--- src/hdl/mvfm_pkg.sv ---
package mvfm_pkg;

	// register map
	localparam logic [2:0] REG_ENABLE       = 3'd0;
	localparam logic [2:0] REG_WAIT_TICKS   = 3'd1;
	localparam logic [2:0] REG_WINDOW_TICKS = 3'd2;
	localparam logic [2:0] REG_CLEAR_LOW    = 3'd3;
	localparam logic [2:0] REG_CLEAR_HIGH   = 3'd4;
	localparam logic [2:0] REG_TRIP_HIGH    = 3'd5;
	localparam logic [2:0] REG_TRIP_LOW     = 3'd6;
	localparam logic [2:0] REG_CONFIRM      = 3'd7;

	localparam int IDX_BITS    = 3;
	localparam int DATA_BITS   = 16;
	localparam int TICK_BITS   = 16;
	localparam int WINDOW_BITS = 8;
	localparam int THR_BITS    = 10;
	localparam int STREAK_BITS = 2;

	// reset values of the registers
	localparam logic [TICK_BITS-1:0]   RST_WAIT_TICKS   = 16'd7000;
	localparam logic [WINDOW_BITS-1:0] RST_WINDOW_TICKS = 8'd16;
	localparam logic [THR_BITS-1:0]    RST_CLEAR_LOW    = 10'd200;
	localparam logic [THR_BITS-1:0]    RST_CLEAR_HIGH   = 10'd400;
	localparam logic [THR_BITS-1:0]    RST_TRIP_HIGH    = 10'd400;
	localparam logic [THR_BITS-1:0]    RST_TRIP_LOW     = 10'd210;
	localparam logic [STREAK_BITS-1:0] RST_CONFIRM      = 2'd2;

	localparam logic [TICK_BITS-1:0]   TICK_MAX   = '1;
	localparam logic [STREAK_BITS-1:0] STREAK_MAX = '1;

	// item kinds
	localparam logic CMD_SAMPLE = 1'b0;
	localparam logic CMD_TICK   = 1'b1;

	typedef logic [1:0] fault_ev_t;
	localparam fault_ev_t EV_NONE    = 2'd0;
	localparam fault_ev_t EV_RAISED  = 2'd1;
	localparam fault_ev_t EV_CLEARED = 2'd2;

endpackage

--- src/hdl/mains_voltage_fault_monitor_unit.sv ---
// a word accepted into the input register moves on to the result register once that register is free
// throughput: one word per cycle while out_ready keeps the result register free; the state update is a single pass of
//   counter and threshold compare logic between the input and result registers
// reset: arst_n clears the valid flags and monitor state at once, restores register defaults, safe high
// results wait in the output register while the next word is taken
module mains_voltage_fault_monitor_unit #(
	parameter int SAMPLE_BITS = 10
) (
	input  logic                                clk,
	input  logic                                arst_n,
	input  logic                                wr_en,
	input  logic [mvfm_pkg::IDX_BITS-1:0]       wr_index,
	input  logic [mvfm_pkg::DATA_BITS-1:0]      wr_data,
	input  logic                                in_valid,
	output logic                                in_ready,
	input  logic                                cmd,
	input  logic [SAMPLE_BITS-1:0]              adc_sample,
	input  logic                                load_safe,
	input  logic                                temp_safe,
	output logic                                out_valid,
	input  logic                                out_ready,
	output logic                                sampling,
	output logic                                safe,
	output logic                                fault,
	output logic [1:0]                          fault_event
);

	localparam int CMP_BITS = (SAMPLE_BITS > mvfm_pkg::THR_BITS) ? SAMPLE_BITS
		: mvfm_pkg::THR_BITS;

	// configuration
	logic                                 enable_q;
	logic [mvfm_pkg::TICK_BITS-1:0]       wait_ticks_q;
	logic [mvfm_pkg::WINDOW_BITS-1:0]     window_ticks_q;
	logic [mvfm_pkg::THR_BITS-1:0]        clear_low_q, clear_high_q;
	logic [mvfm_pkg::THR_BITS-1:0]        trip_high_q, trip_low_q;
	logic [mvfm_pkg::STREAK_BITS-1:0]     confirm_q;

	always_ff @(posedge clk or negedge arst_n) begin
		if (!arst_n) begin
			enable_q       <= 1'b1;
			wait_ticks_q   <= mvfm_pkg::RST_WAIT_TICKS;
			window_ticks_q <= mvfm_pkg::RST_WINDOW_TICKS;
			clear_low_q    <= mvfm_pkg::RST_CLEAR_LOW;
			clear_high_q   <= mvfm_pkg::RST_CLEAR_HIGH;
			trip_high_q    <= mvfm_pkg::RST_TRIP_HIGH;
			trip_low_q     <= mvfm_pkg::RST_TRIP_LOW;
			confirm_q      <= mvfm_pkg::RST_CONFIRM;
		end else if (wr_en) begin
			case (wr_index)
				mvfm_pkg::REG_ENABLE:       enable_q       <= wr_data[0];
				mvfm_pkg::REG_WAIT_TICKS:   wait_ticks_q   <= wr_data[mvfm_pkg::TICK_BITS-1:0];
				mvfm_pkg::REG_WINDOW_TICKS: window_ticks_q <= wr_data[mvfm_pkg::WINDOW_BITS-1:0];
				mvfm_pkg::REG_CLEAR_LOW:    clear_low_q    <= wr_data[mvfm_pkg::THR_BITS-1:0];
				mvfm_pkg::REG_CLEAR_HIGH:   clear_high_q   <= wr_data[mvfm_pkg::THR_BITS-1:0];
				mvfm_pkg::REG_TRIP_HIGH:    trip_high_q    <= wr_data[mvfm_pkg::THR_BITS-1:0];
				mvfm_pkg::REG_TRIP_LOW:     trip_low_q     <= wr_data[mvfm_pkg::THR_BITS-1:0];
				mvfm_pkg::REG_CONFIRM:      confirm_q      <= wr_data[mvfm_pkg::STREAK_BITS-1:0];
				default: ;
			endcase
		end
	end

	// input register
	logic                   valid_s1;
	logic                   cmd_s1;
	logic [SAMPLE_BITS-1:0] sample_s1;
	logic                   load_safe_s1, temp_safe_s1;
	logic                   advance;

	assign advance  = valid_s1 && (!out_valid || out_ready);
	assign in_ready = !valid_s1 || advance;

	always_ff @(posedge clk or negedge arst_n) begin
		if (!arst_n) begin
			valid_s1 <= 1'b0;
		end else if (in_ready) begin
			valid_s1 <= in_valid;
		end
	end

	always_ff @(posedge clk) begin
		if (in_ready && in_valid) begin
			cmd_s1       <= cmd;
			sample_s1    <= adc_sample;
			load_safe_s1 <= load_safe;
			temp_safe_s1 <= temp_safe;
		end
	end

	// monitor state
	logic [mvfm_pkg::TICK_BITS-1:0]   tick_q;
	logic                             window_q;
	logic [SAMPLE_BITS-1:0]           peak_q;
	logic [mvfm_pkg::STREAK_BITS-1:0] streak_q;
	logic                             fault_q;
	logic                             safe_q;

	logic [mvfm_pkg::TICK_BITS-1:0]   tick_d, tick_inc;
	logic                             window_d;
	logic [SAMPLE_BITS-1:0]           peak_d;
	logic [mvfm_pkg::STREAK_BITS-1:0] streak_d, streak_inc;
	logic                             fault_d, safe_d;
	mvfm_pkg::fault_ev_t              ev_d;
	logic [CMP_BITS-1:0]              peak_x;
	logic                             qualify, hit;

	always_comb begin
		tick_inc   = (tick_q == mvfm_pkg::TICK_MAX) ? tick_q : tick_q + 1'b1;
		streak_inc = (streak_q == mvfm_pkg::STREAK_MAX) ? streak_q : streak_q + 1'b1;
		hit        = streak_inc >= confirm_q;
		peak_x     = CMP_BITS'(peak_q);
		if (fault_q) begin
			qualify = (peak_x <= CMP_BITS'(clear_high_q)) && (peak_x >= CMP_BITS'(clear_low_q));
		end else begin
			qualify = (peak_x >= CMP_BITS'(trip_high_q)) || (peak_x <= CMP_BITS'(trip_low_q));
		end

		tick_d   = tick_q;
		window_d = window_q;
		peak_d   = peak_q;
		streak_d = streak_q;
		fault_d  = fault_q;
		safe_d   = safe_q;
		ev_d     = mvfm_pkg::EV_NONE;

		if (cmd_s1 == mvfm_pkg::CMD_SAMPLE) begin
			if (window_q && (peak_q < sample_s1)) begin
				peak_d = sample_s1;
			end
		end else if (enable_q) begin
			tick_d = tick_inc;
			if (!window_q) begin
				if (tick_inc >= wait_ticks_q) begin
					if (load_safe_s1 && temp_safe_s1) begin
						tick_d   = '0;
						window_d = 1'b1;
						safe_d   = 1'b0;
					end else begin
						tick_d = wait_ticks_q;
					end
				end
			end else if (tick_inc >= mvfm_pkg::TICK_BITS'(window_ticks_q)) begin
				// window closes: judge the peak
				tick_d   = '0;
				window_d = 1'b0;
				peak_d   = '0;
				if (!qualify) begin
					streak_d = '0;
				end else if (hit) begin
					streak_d = '0;
					fault_d  = !fault_q;
					ev_d     = fault_q ? mvfm_pkg::EV_CLEARED : mvfm_pkg::EV_RAISED;
				end else begin
					streak_d = streak_inc;
				end
				if (!fault_d) begin
					safe_d = 1'b1;
				end
			end
		end
	end

	always_ff @(posedge clk or negedge arst_n) begin
		if (!arst_n) begin
			tick_q   <= '0;
			window_q <= 1'b0;
			peak_q   <= '0;
			streak_q <= '0;
			fault_q  <= 1'b0;
			safe_q   <= 1'b1;
		end else if (advance) begin
			tick_q   <= tick_d;
			window_q <= window_d;
			peak_q   <= peak_d;
			streak_q <= streak_d;
			fault_q  <= fault_d;
			safe_q   <= safe_d;
		end
	end

	// result register
	always_ff @(posedge clk or negedge arst_n) begin
		if (!arst_n) begin
			out_valid <= 1'b0;
		end else if (!out_valid || out_ready) begin
			out_valid <= valid_s1;
		end
	end

	always_ff @(posedge clk) begin
		if (advance) begin
			sampling    <= window_d;
			safe        <= safe_d;
			fault       <= fault_d;
			fault_event <= ev_d;
		end
	end

`ifndef SYNTHESIS
	a_raise_sets_fault: assert property (@(posedge clk) disable iff (!arst_n)
		out_valid && (fault_event == mvfm_pkg::EV_RAISED) |-> fault)
		else $error("fault raised word without fault latched");

	a_clear_restores_safe: assert property (@(posedge clk) disable iff (!arst_n)
		out_valid && (fault_event == mvfm_pkg::EV_CLEARED) |-> !fault && safe)
		else $error("fault cleared word without safe restored");

	a_window_drops_safe: assert property (@(posedge clk) disable iff (!arst_n)
		window_q |-> !safe_q)
		else $error("safe high while sampling window open");

	a_peak_idle_zero: assert property (@(posedge clk) disable iff (!arst_n)
		!window_q |-> (peak_q == '0))
		else $error("peak held outside sampling window");
`endif

endmodule

--- config.mk ---
export PLATFORM = sky130hd
export DESIGN_NAME = mains_voltage_fault_monitor_unit
export DESIGN_NICKNAME = d
export VERILOG_FILES = /design/src/hdl/mvfm_pkg.sv /design/src/hdl/mains_voltage_fault_monitor_unit.sv
export SDC_FILE = /design/constraint.sdc
export NUM_CORES = 1
export LEC_CHECK = 0
export BUFFER_PORTS_ARGS = -buffer_cell sky130_fd_sc_hd__buf_2
export CORE_MARGIN = 5
export CORE_UTILIZATION = 55
export CTS_CLUSTER_DIAMETER = 60
export DETAILED_ROUTE_END_ITERATION = 16
export GPL_ROUTABILITY_DRIVEN = 0
export MAX_ROUTING_LAYER = met4
export PLACE_DENSITY = 0.73
export RECOVER_POWER = 50
export SYNTH_ARGS = -nofsm -noshare
export SYNTH_HDL_FRONTEND = slang
export SYNTH_SLANG_ARGS = --single-unit
--- constraint.sdc ---
create_clock -name clk -period 5.7 [get_ports clk]
set_clock_uncertainty 0.05 [all_clocks]
set_input_delay 0.285 -clock clk [delete_from_list [all_inputs] [get_ports clk]]
set_output_delay 0.285 -clock clk [all_outputs]
set_load 0.1 [all_outputs]
==> impl_results.md, run 1 <==
- Dpl cell area: ~7600 um^2
- First-pass DRT Iterations: 5
- Root Buffer: clkbuf_16
- Minimum hold slack: just over 6 ps
- Wire length per cell: 18.7 um
- Routed vias/inst: between 6 and 7
- Most common cell in the netlist: inv_1
- CP arrival: 4440 ps
- Hold Path End: valid_s1
- Yosys Warn Count: 0
- Leading area contributor after synthesis: dfrtp_1
- Average cell area after synthesis: 9.98 um^2
- Clk slew on worst S/H paths: 60 ps
- Worst-path fanout max: 17
- Synthesized Nets: 835
- CP required: ~5800 ps
- CP dominant cell by count: o21ai_0
- Measured slew at the worst slew-check pin: ~1600 ps
- Post-CTS Setup Bufs: 0
- First-pass GRT wire length: between 20 and 30 mm
- R2R Setup Slk: 1360 ps
- Final #Nets: 893
- Total Routed Length: ~18 mm
- Startpoint types: register
- Ant. Diodes: 0
- Fraction of registers with async set or reset after synthesis: 0.847
- GRT Total Usage: 0.244
- H-tree depth: 4
- CTS Sinks: about 120
- Clock Path Buffers: 2
- Residual DRC: 0
- Pins Over Slew Limit: 27
- Overflow after GRT: 0
- Cell family with most CP delay: simple AND/OR/NAND/NOR gates
- Register area share after synthesis: 0.426
- Maximum clock rate: approximately 230 MHz
- Minimum clock period: approximately 4300 ps
- DP HPWL: approximately 13 mm
- Reg2Reg Launch Point: tick_q[12]
- Clk Latency, worst-skew pair: 430 ps
- Netlist Area Pre-Place: 7210 um^2
- Status: complete, but fails checks
- Initial core utilization: 0.566
- Core area: 12700 um^2
- Die width: between 100 and 150 um
- Ratio of cells with drive above 1 in the final layout: 0.189
- RSZ-0062 raised after global routing: no
- Max-cap viol count: 1
- Post-synth EDFFs: 18
- Hold depth: 2
- Vias: 5796
- Design area: between 8000 and 9000 um^2
- Top post-synthesis cells by count: inv_1, dfrtp_1, ha_1
- Slew margin rel.: -0.0409
- Post-synth top flop: dfrtp_1
- Cell variety after synth: 66
- Cells after Synth: 722
- Hold Fails Final Rpt: 0
- Die span in y: 124 um
- Initial antenna violation count: 0
- Setup violators final: 0
- WP buf/inv: 1
- I/O Buffers: 43
- Total leakage power: 3.71 nW
- Row count: 41
- CP endpoint kind: register
- Vias in the first global route: about 6000
- Worst hold start: in_valid
- Main area contributors after synthesis: dfrtp_1, ha_1, dfstp_2, edfxtp_1, mux2_2
- Cell Pwr Density: 476 nW/um^2
- Critical-path cell list: nand4_2, or3_1, nor3_1, mux2_2, ha_1, nand2_1, o21ai_0, a31oi_1, o21ai_1, buf_4, nand4_1, o21ai_0, o21ai_0
- Failing checks: capacitance limit, slew limit
- Worst hold-check path type: in -> reg
- Num CTS Buffers: 17
- Tcrit/Tclk final: 0.761
- CTS tree: yes
- Drt initial violations: 468
- Worst path max stage delay: 570 ps
- Worst reg2reg endpoint: safe
- Largest net degree at the start of global routing: 76
- Syn-to-layout area delta: 14.5%
- WS Path Type: reg -> reg
- Setup TNS: 0 ps
- # IOs: 44
- Cells on worst reg2reg path: 13
- Proportion of netlist area held by the largest area contributor: 0.264
- Slowest stage cell, crit path: nor3_1
- Die area: 15500 um^2
- Flops & latches, synth: 118
- Antenna Nets Post-Route: 0
- Worst VDD drop: roughly 0.00027 V
[stage by stage]
step	instances	worst slack (ps)	total power [mW]	utilization
after floorplan	722	2050	2.44	-
final	965	1360	3.93	0.649
after CTS	965	1420	3.93	0.650
after detailed placement	919	1460	2.89	0.596
after global routing	965	1070	4.21	0.649
after global placement	919	1720	2.80	0.596
[sequential cells by signal (all words and copies together) (netlist names), 2 cells and up]
signal	count
tick_q	16
wait_ticks_q	16
clear_high_q	10
clear_low_q	10
peak_q	10
sample_s1	10
trip_high_q	10
trip_low_q	10
window_ticks_q	8
confirm_q	2
fault_event	2
streak_q	2
[worst max path at each step]
stage / cells past startpoint / start / slack [ps] / to
4_1_cts: 13 / tick_q[12] / 1420 / safe
2_1_floorplan: 11 / tick_q[12] / 2050 / fault
6_report: 13 / tick_q[12] / 1360 / safe
3_5_place_dp: 13 / tick_q[12] / 1460 / safe
3_3_place_gp: 13 / tick_q[12] / 1720 / safe
5_1_grt: 13 / tick_q[12] / 1070 / tick_q[1]
[routing by layer]
| metal | share of wire | vias up | routed length [um] | track usage |
|---|---|---|---|---|
| met5 | 0 | - | 0 | - |
| met4 | 0.034 | 0 | 607 | 0.104 |
| met3 | 0.051 | 51 | 920 | 0.0515 |
| met2 | 0.50 | 211 | 9100 | 0.406 |
| met1 | 0.41 | 2808 | 7390 | 0.287 |
| li1 | - | 2726 | - | - |
[where the power goes]
group          internal, mW  switching (mW)  total [mW]  leakage (nW)
Sequential             1.09           0.266        1.36          1.33
Clock                 0.631           0.372        1.00         0.276
Combinational         0.657           0.912        1.57          2.10
Total                  2.38            1.55        3.93          3.71
[what timing repair did]
item,4_1_cts,5_1_grt
hold endpoints to repair,34,0
hold buffers,14,0
gates resized for setup,0,0
[layout make-up]
cell class,count,area [um^2]
Clock buffer,19,433
Clock inverter,13,115
Fill cell,1036,4470
Inverter,81,304
Multi-Input combinational cell,499,3730
Sequential cell,118,3070
Tap cell,172,215
Timing Repair Buffer,63,387
[logic make-up after synthesis]
| kind of cell | after synthesis | share of synthesized area |
|---|---|---|
| buf+inv | 105 | 0.0566 |
| flops | 118 | 0.426 |
| compound gates | 167 | 0.157 |
| xor+xnor | 7 | 0.00851 |
| simple gates | 200 | 0.143 |
| mux | 49 | 0.0769 |
| fa+ha+maj | 76 | 0.132 |
[placed cells by master (no fill, tap or decap), types with 4 or more instances in the layout]
cell type      count
inv_1             81
ha_1              76
dfrtp_1           76
nand2_1           64
o21ai_0           52
buf_2             41
mux2_2            40
nand3_1           35
a21oi_1           26
o211ai_1          24
dfstp_2           24
nor2_1            21
nand4_1           19
edfxtp_1          18
clkbuf_16         17
dlygate4sd3_1     14
nor3_1            13
nand2b_1          13
a21o_1            12
a31oi_1            8
a22o_1             7
clkinv_2           7
clkbuf_1           7
mux2i_1            6
xnor2_1            5
and3_1             5
nor2b_1            5
a211oi_1           5
o31ai_1            5
nor3b_1            4
Note: power is estimated with default switching activity, not from simulation.
==> run 2: changes to the inputs <==
clock period = 4.5 ns   (was 5.7 ns; I/O delays follow)
==> impl_results.md, run 2 (synthesized netlist as in run 1, its figures left out) <==
- Die width: 124 um (unchanged)
- Commonest cells after routing, fill and taps aside: inv_1, ha_1, dfrtp_1
- Psw: 2.00 mW (+29%)
- Setup slack after layout: 358 ps (-1000 ps)
- Syn-to-layout area delta: 17.2%
- Hold Fails Final Rpt: 0 (unchanged)
- Post-CTS Setup Bufs: 0 (unchanged)
- First-pass GRT wire length: 30.1 mm (+2.0%)
- Max-cap viol count: 1 (unchanged)
- Dpl ws: 495 ps (-964 ps)
- Clock Path Buffers: 2 (unchanged)
- Wire length per cell: 18.6 um (-0.37%)
- CP endpoint kind: register
- Routed vias/inst: 6.02 (+0.24%)
- Int Pwr: 3.21 mW (+35%)
- CP arrival: 4270 ps (-170 ps)
- First-pass DRT Iterations: 6 (+1)
- Startpoint types: register
- I/O Buffers: 43 (unchanged)
- Core area: 12700 um^2 (unchanged)
- Clk slew on worst S/H paths: 60 ps (about the same)
- Setup TNS: 0 ps (unchanged)
- CTS Sinks: 118 (unchanged)
- Overflow after GRT: 0 (unchanged)
- CP required: 4620 ps (-1180 ps)
- Initial antenna violation count: 0 (unchanged)
- Worst-path fanout max: 7 (-10)
- Flop pwr share: 0.330 (-0.016)
- Worst hold-check path type: in -> reg
- Die span in y: 124 um (unchanged)
- Cell Pwr Density: 617 nW/um^2 (+29%)
- Total Routed Length: 18.1 mm (+0.66%)
- Failing checks: capacitance limit, slew limit
- Initial core utilization: 0.566 (unchanged)
- Num CTS Buffers: 17 (unchanged)
- Root Buffer: clkbuf_16
- Vias in the first global route: 6049 (+1.1%)
- # IOs: 44 (unchanged)
- Minimum hold slack: 36.0 ps (+29.8 ps)
- Top flop regs: tick_q: 16 flops, wait_ticks_q: 16 flops
- WS Path Type: reg -> reg
- Tot Pwr: 5.21 mW (+33%)
- Drt initial violations: 443 (-5.3%)
- Most common cell after layout, fill and taps aside: inv_1
- RSZ-0062 raised after global routing: no
- Logic gate share of total power: 0.388 (-0.011)
- GRT Total Usage: 0.247 (+0.00305)
- Slew margin rel.: -0.0835 (-0.0426)
- Residual DRC: 0 (unchanged)
- Final #Nets: 902 (+1.0%)
- Total leakage power: 3.78 nW (+2.0%)
- H-tree depth: 4 (unchanged)
- Row count: 41 (unchanged)
- Post-CTS resize count: 0 (unchanged)
- Largest net degree at the start of global routing: 65 (-14%)
- Tcrit/Tclk final: 0.920 (+0.159)
- Maximum clock rate: 241 MHz (+4.7%)
- CTS tree: yes
- Minimum clock period: 4140 ps (-196 ps)
- Status: complete, but fails checks
- Die area: 15500 um^2 (unchanged)
- Measured slew at the worst slew-check pin: 1630 ps (+63.9 ps)
- Antenna Nets Post-Route: 0 (unchanged)
- Vias: 5870 (+1.3%)
- Clock Power Share: 0.282 (+0.027)
- CTS hold repair buffers: 21 (+7)
- Net Sw Frac: 0.384 (-0.0105)
- Pins Over Slew Limit: 65 (+140%)
- DP HPWL: 12.9 mm (+0.19%)
- Ratio of cells with drive above 1 in the final layout: 0.193 (+0.00411)
- Clk Latency, worst-skew pair: 420 ps (about the same)
- Setup violators final: 0 (unchanged)
- Fin util: 0.664 (+0.0150)
- Worst VDD drop: 0.000359 V (+34%)
==> run 2: cell count changes in the layout (fill, tap and decap cells not counted), moves of 2 or more <==
cell,delta
clkinv_1,-3
dlygate4sd3_1,+7
clkbuf_8,+2
clkinv_2,-5
clkinvlp_4,+3
buf_4,+2
bufinv_16,+2
==> run 2: cell type report <==
cell class	count	area (um^2)
diodes	1	2.50
flip-flops and latches	118	3070
inverters	81	304
clock inverters	11	170
repair buffers	72	472
fillers	1017	4280
multi-input cells	499	3730
well taps	172	215
clock buffers	21	482
==> run 2: power groups by stage <==
stage / sequential [mW] / clock, mW / combinational [mW]
after floorplan: 1.65 / 0 / 1.44
after global placement: 1.71 / 0 / 1.84
after detailed placement: 1.72 / 0 / 1.95
after CTS: 1.71 / 1.48 / 2.00
after global routing: 1.75 / 1.54 / 2.26
final: 1.72 / 1.47 / 2.02
==> run 2: through the flow <==
stage                     cell area, um^2  std cells
after global routing                 8440        974
after floorplan                      7210        722
after CTS                            8460        974
after global placement               7600        921
after detailed placement             7600        921
final                                8440        975
==> run 2: worst paths after layout <==
check                           startpoint                end  slack (ps)  cells past startpoint
worst max-delay path            tick_q[12]              fault         360                     13
worst min-delay path            wr_data[9]    wait_ticks_q[9]          40                      3
worst max register to register  tick_q[12]              fault         360                     13
worst min register to register      safe_q             safe_q         450                      2
max in group asynchronous           arst_n     clear_low_q[6]        2400                      3
min in group asynchronous           arst_n  window_ticks_q[5]         720                      2
==> run 2: critical path, cell delays in order (launching register included) <==
cell       delay, ps
dfrtp_1          470
nand4_2          210
or3_1            450
nor3_1           190
buf_4            190
xor2_1           350
ha_1             320
nand2b_1         140
a21o_1           170
a21o_1           160
a21oi_1          320
o2111ai_2        220
o2111ai_4        300
mux2_2           360
==> run 2: layer usage <==
| layer | vias up | global-route usage | share of wire |
|---|---|---|---|
| li1 | 2755 | - | - |
| met1 | 2870 | 0.284 | 0.41 |
| met2 | 205 | 0.424 | 0.51 |
| met3 | 40 | 0.0476 | 0.051 |
| met4 | 0 | 0.104 | 0.029 |
| met5 | - | - | 0 |
==> run 3: changes to the inputs <==
CORE_MARGIN = default   (was 5)
RECOVER_POWER = default   (was 50)
==> impl_results.md, run 3 (synthesized netlist as in run 1, its figures left out) <==
- Status: complete, no violations
- Post-CTS resize count: 0 (unchanged)
- Vias: 5857 (-0.22%)
- Clk Latency, worst-skew pair: 420 ps (about the same)
- Die span in y: 116 um (-6.4%)
- Dpl cell area: 7610 um^2 (about the same)
- Tot Pwr: 5.02 mW (-3.7%)
- CP endpoint: safe
- I/O Buffers: 43 (unchanged)
- Die width: 116 um (-6.4%)
- Fill cell count: 1024 (+0.69%)
- Cell Pwr Density: 598 nW/um^2 (-3.1%)
- First-pass GRT wire length: 28.6 mm (-4.9%)
- Die area: 13600 um^2 (-12%)
- Ant. Diodes: 0 (-1)
- CP required: 4580 ps (-40 ps)
- CTS tree: yes
- Row count: 41 (unchanged)
- Clk slew on worst S/H paths: 50 ps (about the same)
- Root Buffer: clkbuf_16
- CP arrival: 4120 ps (-150 ps)
- Largest net degree at the start of global routing: 66 (+1.5%)
- Worst VDD drop: 0.000371 V (+3.4%)
- Setup TNS: 0 ps (unchanged)
- CTS Sinks: 118 (unchanged)
- Pins Over Slew Limit: 0 (-100%)
- Overflow after GRT: 0 (unchanged)
- WS Path Type: reg -> reg
- Top flop regs: tick_q: 16 flops, wait_ticks_q: 16 flops
- Initial core utilization: 0.566 (unchanged)
- R2R Setup Slk: 470 ps (+110 ps)
- Design area: 8400 um^2 (-0.58%)
- Final #Nets: 903 (+0.11%)
- CP endpoint kind: register
- Fin util: 0.660 (-0.00384)
- Minimum clock period: 4030 ps (-108 ps)
- # IOs: 44 (unchanged)
- Slew margin rel.: 0.230 (+0.314)
- Residual DRC: 0 (unchanged)
- Total leakage power: 3.77 nW (-0.36%)
- Total Routed Length: 17.6 mm (-3.0%)
- DP HPWL: 12.7 mm (-2.0%)
- Worst hold-check path type: in -> reg
- Worst reg2reg endpoint: safe
- GRT Total Usage: 0.290 (+0.0426)
- H-tree depth: 4 (unchanged)
- Commonest cells after routing, fill and taps aside: inv_1, ha_1, dfrtp_1
- Clock Path Buffers: 2 (unchanged)
- Core area: 12700 um^2 (unchanged)
- Ratio of cells with drive above 1 in the final layout: 0.199 (+0.00599)
- Syn-to-layout area delta: 16.5%
- RSZ-0062 raised after global routing: no
- Cells on worst reg2reg path: 14 (+1)
- Antenna Nets Post-Route: 0 (unchanged)
- Startpoint types: register
- Vias in the first global route: 5925 (-2.0%)
- Reg2Reg Launch Point: tick_q[0]
- Hold Fails Final Rpt: 0 (unchanged)
- Drt initial violations: 378 (-15%)
- Setup violators final: 0 (unchanged)
- Worst setup path startpoint: tick_q[0]
- Maximum clock rate: 248 MHz (+2.7%)
- Wire length per cell: 18.0 um (-3.0%)
- First-pass DRT Iterations: 4 (-2)
- Measured slew at the worst slew-check pin: 1150 ps (-474 ps)
- Worst-path fanout max: 14 (+7)
- Initial antenna violation count: 0 (unchanged)
- Most common cell after layout, fill and taps aside: inv_1
- Routed vias/inst: 6.01 (-0.22%)
- Tcrit/Tclk final: 0.896 (-0.0239)
- Max-cap viol count: 0 (-1)
- Num CTS Buffers: 17 (unchanged)
[run 3: repair_timing]
action,in CTS,in global routing
hold endpoints to repair,68,0
hold buffers,21,0
setup buffers,0,0
[run 3: critical path, stage by stage, from the launching register on]
cell	delay, ps
dfrtp_1	440
ha_1	400
inv_1	150
or4_1	660
and3_4	250
xnor2_1	130
ha_1	300
a21oi_1	60
o21ai_0	210
a21oi_1	140
o21ai_1	140
buf_4	230
nand4_1	190
o21ai_0	260
o21ai_0	150
[run 3: cell type report]
type	count	area (um^2)	share of cell area
clock inverters	7	70.1	0.00835
flip-flops and latches	118	3070	0.366
repair buffers	73	495	0.0590
multi-input cells	499	3730	0.444
inverters	81	304	0.0362
well taps	172	215	0.0256
clock buffers	25	507	0.0604
[run 3: worst min-delay path by stage]
stage | to | startpoint | depth (start not counted)
floorplan | clear_high_q[0] | arst_n | 0
finish | clear_high_q[7] | wr_data[7] | 3
detailed placement | window_ticks_q[6] | arst_n | 1
CTS | clear_high_q[8] | wr_data[8] | 3
global placement | window_ticks_q[5] | arst_n | 1
global route | wait_ticks_q[6] | wr_data[6] | 3
[run 3: where the power goes]
group / switching (mW) / internal, mW
combinational: 1.15 / 0.838
clock: 0.475 / 0.833
sequential: 0.335 / 1.39
total: 1.96 / 3.06
[run 3: routing by layer]
metal	track usage	vias to the layer above	wire length, um
li1	-	2763	-
met1	0.344	2853	7380
met2	0.465	185	8690
met3	0.0649	56	872
met4	0.144	0	658
met5	-	-	0
[run 3: through the flow]
step	setup WS (ps)	std cells	hold slack (ps)
after floorplan	851	722	-121
after global placement	701	922	324
after detailed placement	578	922	333
after CTS	547	975	26.6
after global routing	187	975	55.2
final	466	975	36.0
